`src/rtl/mtbl_pkg.sv`:
```
// ----------------------------------------------------------------------------
// mtbl_pkg: shared types and helpers for the multi token bucket limiter
// Holds the transaction structs, operation and status codes, the packet
// that walks the bucket cell chain, and the counter arithmetic helpers.
// ----------------------------------------------------------------------------
package mtbl_pkg;

  localparam int unsigned BUCKETS  = 16;
  localparam int unsigned TOKEN_W  = 16;

  localparam int unsigned IDX_W    = (BUCKETS > 1) ? $clog2(BUCKETS) : 1;
  localparam int unsigned CNT_W    = $clog2(BUCKETS + 1);
  localparam int unsigned CMP_W    = (CNT_W > 4) ? CNT_W : 4;
  localparam int unsigned SUM_W    = ((TOKEN_W > 16) ? TOKEN_W : 16) + 1;

  typedef enum logic [1:0] {
    ACT_TICK   = 2'd0,
    ACT_CREATE = 2'd1,
    ACT_FETCH  = 2'd2,
    ACT_RETURN = 2'd3
  } action_e;

  typedef enum logic [1:0] {
    ST_OK    = 2'd0,
    ST_EMPTY = 2'd1,
    ST_ERROR = 2'd2
  } status_e;

  typedef struct packed {
    action_e     action;
    logic [3:0]  bucket;
    logic [15:0] rate;
    logic [15:0] burst_limit;
    logic [15:0] amount;
  } in_t;

  typedef struct packed {
    status_e     status;
    logic [3:0]  new_index;
    logic [15:0] granted;
  } out_t;

  // Packet handed from cell to cell. The result fields fill in on the way.
  typedef struct packed {
    action_e          action;
    logic [IDX_W-1:0] target;
    logic [CNT_W-1:0] count;
    logic [15:0]      rate;
    logic [15:0]      burst;
    logic [15:0]      amount;
    status_e          status;
    logic [3:0]       new_index;
    logic [15:0]      granted;
  } pkt_t;

  // Saturates a widened sum to the token counter maximum.
  function automatic logic [TOKEN_W-1:0] clamp_tok(input logic [SUM_W-1:0] v);
    logic [SUM_W-1:0] lim;
    lim = SUM_W'({TOKEN_W{1'b1}});
    if (v > lim) begin
      return {TOKEN_W{1'b1}};
    end else begin
      return v[TOKEN_W-1:0];
    end
  endfunction

  // Saturates a token count to the 16-bit grant field.
  function automatic logic [15:0] sat_grant(input logic [TOKEN_W-1:0] t);
    logic [SUM_W-1:0] w;
    w = SUM_W'(t);
    if (w > SUM_W'(16'hFFFF)) begin
      return 16'hFFFF;
    end else begin
      return w[15:0];
    end
  endfunction

endpackage

```
`src/rtl/mtbl_cell.sv`:
```
// ----------------------------------------------------------------------------
// mtbl_cell: one bucket of the limiter
// Holds the rate, burst limit and token count of one bucket, applies the
// passing packet to them and hands the packet on to the next cell.
// ----------------------------------------------------------------------------
module mtbl_cell (
  input  logic                      clk_i,
  input  logic                      rst_ni,
  input  logic                      en_i,
  input  logic [mtbl_pkg::IDX_W-1:0] cell_idx_i,
  input  logic                      valid_i,
  input  mtbl_pkg::pkt_t            pkt_i,
  output logic                      valid_o,
  output mtbl_pkg::pkt_t            pkt_o
);
  import mtbl_pkg::*;

  logic [15:0]      rate_q, rate_d;
  logic [15:0]      burst_q, burst_d;
  logic [TOKEN_W-1:0] tok_q, tok_d;
  logic             valid_q;
  pkt_t             pkt_q, pkt_d;
  logic             hit;
  logic             live;
  logic [SUM_W-1:0] sum;
  logic [SUM_W-1:0] cap;
  logic [SUM_W-1:0] ret_sum;

  assign hit     = (pkt_i.status == ST_OK) && (pkt_i.target == cell_idx_i);
  assign live    = (pkt_i.status == ST_OK) && (CNT_W'(cell_idx_i) < pkt_i.count);
  assign sum     = SUM_W'(tok_q) + SUM_W'(rate_q);
  assign cap     = SUM_W'(burst_q);
  assign ret_sum = SUM_W'(tok_q) + SUM_W'(pkt_i.amount);

  always_comb begin
    pkt_d   = pkt_i;
    rate_d  = rate_q;
    burst_d = burst_q;
    tok_d   = tok_q;
    unique case (pkt_i.action)
      ACT_TICK: begin
        if (live) begin
          tok_d = clamp_tok((sum < cap) ? sum : cap);
        end
      end
      ACT_CREATE: begin
        if (hit) begin
          rate_d  = pkt_i.rate;
          burst_d = pkt_i.burst;
          tok_d   = '0;
        end
      end
      ACT_FETCH: begin
        if (hit) begin
          if (tok_q == '0) begin
            pkt_d.status = ST_EMPTY;
          end else begin
            pkt_d.granted = sat_grant(tok_q);
            tok_d         = '0;
          end
        end
      end
      ACT_RETURN: begin
        if (hit) begin
          tok_d = clamp_tok(ret_sum);
        end
      end
      default: begin
        pkt_d = pkt_i;
      end
    endcase
  end

  always_ff @(posedge clk_i or negedge rst_ni) begin
    if (!rst_ni) begin
      valid_q <= 1'b0;
    end else if (en_i) begin
      valid_q <= valid_i;
    end
  end

  always_ff @(posedge clk_i) begin
    if (en_i) begin
      pkt_q <= pkt_d;
      if (valid_i) begin
        rate_q  <= rate_d;
        burst_q <= burst_d;
        tok_q   <= tok_d;
      end
    end
  end

  assign valid_o = valid_q;
  assign pkt_o   = pkt_q;

endmodule

```
`src/rtl/multi_token_bucket_limiter.sv`:
```
// ----------------------------------------------------------------------------
// multi_token_bucket_limiter: a bank of token buckets
// Each transaction carries one operation: tick refills every created bucket
// up to its burst limit, create appends a bucket and reports its index,
// fetch hands out all tokens of one bucket, and return gives tokens back,
// saturating at the counter maximum. Each bucket lives in its own cell of a
// chain with one register stage per cell, and a transaction walks the chain
// one cell per cycle unless the chain is held, so every operation, a tick
// included, reaches each bucket in turn. Transactions follow each other
// into the chain in back to back cycles: the sustained rate is one transaction
// per cycle unless the output stalls, and the result leaves the last cell
// of the chain. A stalled result at the end of the chain holds the whole
// chain and stalls the input. The bucket tables have no reset; only buckets
// that create has written are ever read, since indices at or above the
// bucket count are rejected with an error status at the input.
// ----------------------------------------------------------------------------
module multi_token_bucket_limiter (
  input  logic           clk_i,
  input  logic           rst_ni,
  input  logic           in_valid_i,
  output logic           in_stall_o,
  input  mtbl_pkg::in_t  in_data_i,
  output logic           out_valid_o,
  input  logic           out_stall_i,
  output mtbl_pkg::out_t out_data_o
);
  import mtbl_pkg::*;

  logic [CNT_W-1:0] count_q, count_d;
  logic             en;
  logic             accept;
  logic             full;
  logic             bad_idx;
  pkt_t             entry;
  pkt_t             chain_pkt [BUCKETS+1];
  logic             chain_vld [BUCKETS+1];

  // The whole chain moves together unless a finished result is held.
  assign en         = !(chain_vld[BUCKETS] && out_stall_i);
  assign in_stall_o = !en;
  assign accept     = in_valid_i && en;

  assign full    = (count_q == CNT_W'(BUCKETS));
  assign bad_idx = (CMP_W'(in_data_i.bucket) >= CMP_W'(count_q));

  // Build the packet. Errors are settled here against the bucket count as
  // it stands when the transaction enters, which is the order of the chain.
  always_comb begin
    entry           = '0;
    entry.action    = in_data_i.action;
    entry.count     = count_q;
    entry.rate      = in_data_i.rate;
    entry.burst     = in_data_i.burst_limit;
    entry.amount    = in_data_i.amount;
    entry.status    = ST_OK;
    entry.new_index = '0;
    entry.granted   = '0;
    count_d         = count_q;
    unique case (in_data_i.action)
      ACT_TICK: begin
        entry.target = '0;
      end
      ACT_CREATE: begin
        if (full) begin
          entry.status = ST_ERROR;
        end else begin
          entry.target    = IDX_W'(count_q);
          entry.new_index = 4'(count_q);
          count_d         = count_q + CNT_W'(1);
        end
      end
      ACT_FETCH, ACT_RETURN: begin
        if (bad_idx) begin
          entry.status = ST_ERROR;
        end else begin
          entry.target = IDX_W'(in_data_i.bucket);
        end
      end
      default: begin
        entry.status = ST_ERROR;
      end
    endcase
  end

  always_ff @(posedge clk_i or negedge rst_ni) begin
    if (!rst_ni) begin
      count_q <= '0;
    end else if (accept) begin
      count_q <= count_d;
    end
  end

  assign chain_pkt[0] = entry;
  assign chain_vld[0] = in_valid_i;

  for (genvar i = 0; i < BUCKETS; i++) begin : g_cell
    mtbl_cell u_cell (
      .clk_i      (clk_i),
      .rst_ni     (rst_ni),
      .en_i       (en),
      .cell_idx_i (IDX_W'(i)),
      .valid_i    (chain_vld[i]),
      .pkt_i      (chain_pkt[i]),
      .valid_o    (chain_vld[i+1]),
      .pkt_o      (chain_pkt[i+1])
    );
  end

  // The last cell's register doubles as the output register.
  assign out_valid_o          = chain_vld[BUCKETS];
  assign out_data_o.status    = chain_pkt[BUCKETS].status;
  assign out_data_o.new_index = chain_pkt[BUCKETS].new_index;
  assign out_data_o.granted   = chain_pkt[BUCKETS].granted;

endmodule
```
`config.mk`:
```
export PLATFORM = sky130hd
export DESIGN_NAME = multi_token_bucket_limiter
export DESIGN_NICKNAME = d
export VERILOG_FILES = /design/src/rtl/mtbl_pkg.sv /design/src/rtl/mtbl_cell.sv /design/src/rtl/multi_token_bucket_limiter.sv
export SDC_FILE = /design/constraint.sdc
export NUM_CORES = 2
export LEC_CHECK = 0
export ABC_AREA = 0
export BUFFER_PORTS_ARGS = -buffer_cell sky130_fd_sc_hd__buf_2
export CORE_UTILIZATION = 57
export CTS_BUF_LIST = sky130_fd_sc_hd__clkbuf_16
export DETAILED_ROUTE_END_ITERATION = 10
export PLACE_DENSITY = 0.72
export SLEW_MARGIN = 25
export SYNTH_ARGS = -nofsm -noshare
export SYNTH_HDL_FRONTEND = slang
export SYNTH_HIERARCHICAL = 1
export SYNTH_SLANG_ARGS = --single-unit
```
`constraint.sdc`:
```
create_clock -name clk_i -period 38.2 [get_ports clk_i]
set_clock_uncertainty 0.2 [all_clocks]
set_input_delay 5.73 -clock clk_i [delete_from_list [all_inputs] [get_ports clk_i]]
set_output_delay 5.73 -clock clk_i [all_outputs]
set_load 0.05 [all_outputs]
```
==> results.cfg <==
[outcome]
status = finished clean

[die]
fp.dieArea_sq_um = 182000
die_w_um = 427
fp-row-count = 155
core-area_sq_um = 179000
die_y_um = 427
pin_count = 82
initial_core_util = 0.575

[finish]
nNetsFinal = 8819
seq_area_sq_um = 60700
area_delta_synth_final_pct = 10.3
final_cells = 10500
multiInputGateArea_sq_um = 40300
fillers = 13200
drive_above_1_share = 0.115

[min_path]
min-delay-start = g_cell[11].u_cell/pkt_o[18]
worstHoldPathType = reg -> reg

[worst_setup_path]
path_class = in -> out
startpoint = out_stall_i
crit_path_end_kind = primary output
r2r-start = g_cell[15].u_cell/valid_o
r2r_setup_slack_ps = 32250
crit_required_ps = 32270
startpoint_type = primary input
path_cells = buf_2, nand2_8, inv_1, buf_2
slowest_stage = nand2_8
crit_buf_inv = 3
critPathTopFamily = simple AND/OR/NAND/NOR gates
crit_arrival_ps = 6690
cp_max_fo = 99
cp_slowest_stage_delay_ps = 510
crit_top_cell = buf_2

[synth]
ys_warn_count = 6
syn_area_sq_um = 103000
syn_inst = 7566
syn_avg_cell_area_sq_um = 13.6

[timing]
hold_viol_final = 0
max_slew_margin = 0.274
finalCriticalPeriod_ps = 12620
max_clock_freq_mhz = 79.2
timing.final.crit_share = 0.330
setup_viol = 0
tightest_slew_ps = 1080
finalSetupTns_ps = 0
rsz0062_at_grt = no
final_max_slew_viol_count = 0
whs_ps = 195

[clock_network]
clk-insertion-delay-late_ps = 840
ctsHoldBuffers = 0
cts_buffer_depth = 3
cts_sinks = 2026
numCtsBuffers = 206
post_cts_buffers = 0
postCtsResizedCells = 0
htree_levels = 4
cts_tree = built
cts-root-buf = clkbuf_16
cts.clk_slew.worst_paths_ps = 60

[global_route]
antenna_found_initial = 3
globalRouteTotalUtil = 0.274
grt_max_degree = 171
grt_pass1_vias = 62600
grt_pass1_wl_um = 378000
gr-total-overflow = 0

[power_and_ir_drop]
vdd_drop_max_mv = 0.0504
p_seq_frac = 0.493
p_clk_frac = 0.242
p_sw_mw = 2.79
power_frac_comb = 0.266
power_leakage_nw = 44.6
p_per_area_nw_per_um2 = 73.7
p_int_mw = 5.57
switching_share = 0.334

[placement]
place_congestion = 0.944
place_inst = 10100
dp_hpwl_um = 190000
port_buffers = 81

[detailed_routing]
drt-total-wl_um = 251000
dr.pass1.iters = 6
wl_per_cell_um = 24.0
ant_nets = 0
vias = 64600
drc = 0
drt_iter0_drc = 6566
viasPerCell = 6.18

[job]
drv_cap = 0
-- metrics by stage --
stage | setup slack, ps | power (mW) | util | cell area, sq um
after global placement | 25530 | 6.26 | 0.596 | 106000
final | 25580 | 8.36 | 0.634 | 113000
after CTS | 25510 | 8.38 | 0.634 | 113000
after detailed placement | 25530 | 6.33 | 0.596 | 107000
after floorplan | 6950 | 5.64 | - | 103000
after global routing | 25460 | 8.75 | 0.634 | 113000
-- power by group through the flow --
stage / combinational (mW) / clock [mW] / sequential [mW]
detailed placement: 2.15 / 0 / 4.18
global route: 2.43 / 2.14 / 4.18
global placement: 2.09 / 0 / 4.18
CTS: 2.18 / 2.05 / 4.15
finish: 2.22 / 2.02 / 4.12
floorplan: 1.67 / 0 / 3.97
-- state kept, by name (all words and copies together) (netlist names) --
register and cells:
count_q 5, g_cell.u_cell/burst_q 256, g_cell.u_cell/pkt_o 1237, g_cell.u_cell/rate_q 256, g_cell.u_cell/tok_q 256, g_cell.u_cell/valid_o 16
-- final timing paths --
kind                                               end  cells past startpoint
setup / recovery                            in_stall_o                      4
hold / removal             g_cell[12].u_cell/pkt_o[18]                      0
setup reg to reg           g_cell[4].u_cell/rate_q[13]                      9
hold reg to reg            g_cell[12].u_cell/pkt_o[18]                      0
max in group asynchronous     g_cell[9].u_cell/valid_o                      1
min in group asynchronous    g_cell[15].u_cell/valid_o                      1
-- layout make-up --
cell class / instances / area share
Clock buffer: 208 / 0.0459
Multi-Input combinational cell: 5096 / 0.356
Sequential cell: 2026 / 0.536
Inverter: 449 / 0.0149
Clock inverter: 173 / 0.0138
Tap cell: 2355 / 0.0260
Timing Repair Buffer: 144 / 0.00816
Antenna cell: 1 / 0.0000221
-- layout by cell type, fill, tap and decap left out, types with 42 or more instances in the layout --
master     instances
a21oi_1          448
xnor2_1          278
o21ai_1           53
xor2_1           164
nor4_1            96
a211o_1           42
inv_1            488
nor3_1            90
mux2i_1          175
edfxtp_1        2005
nand2b_1          71
buf_2             81
ha_1             806
a211oi_1          92
or2_2             57
o211ai_1          46
o21bai_1          67
nand2_1          268
nand4_1           75
clkinv_1          42
mux2_2           246
buf_4             53
nor2_1           338
conb_1           147
clkbuf_16        208
and2_1            42
o22ai_1          151
a221o_1           82
a31oi_1           56
a21o_1           231
o21ai_0          256
nand3_1          108
-- layer usage --
metal | vias to the layer above | wire, um | GRT usage
met5 | - | 8 | 0
met4 | 2 | 7190 | 0.0818
met3 | 412 | 15800 | 0.0375
met2 | 2294 | 119000 | 0.447
met1 | 31800 | 108000 | 0.383
li1 | 30100 | - | -
No activity file was read; power rests on OpenSTA's default activity.
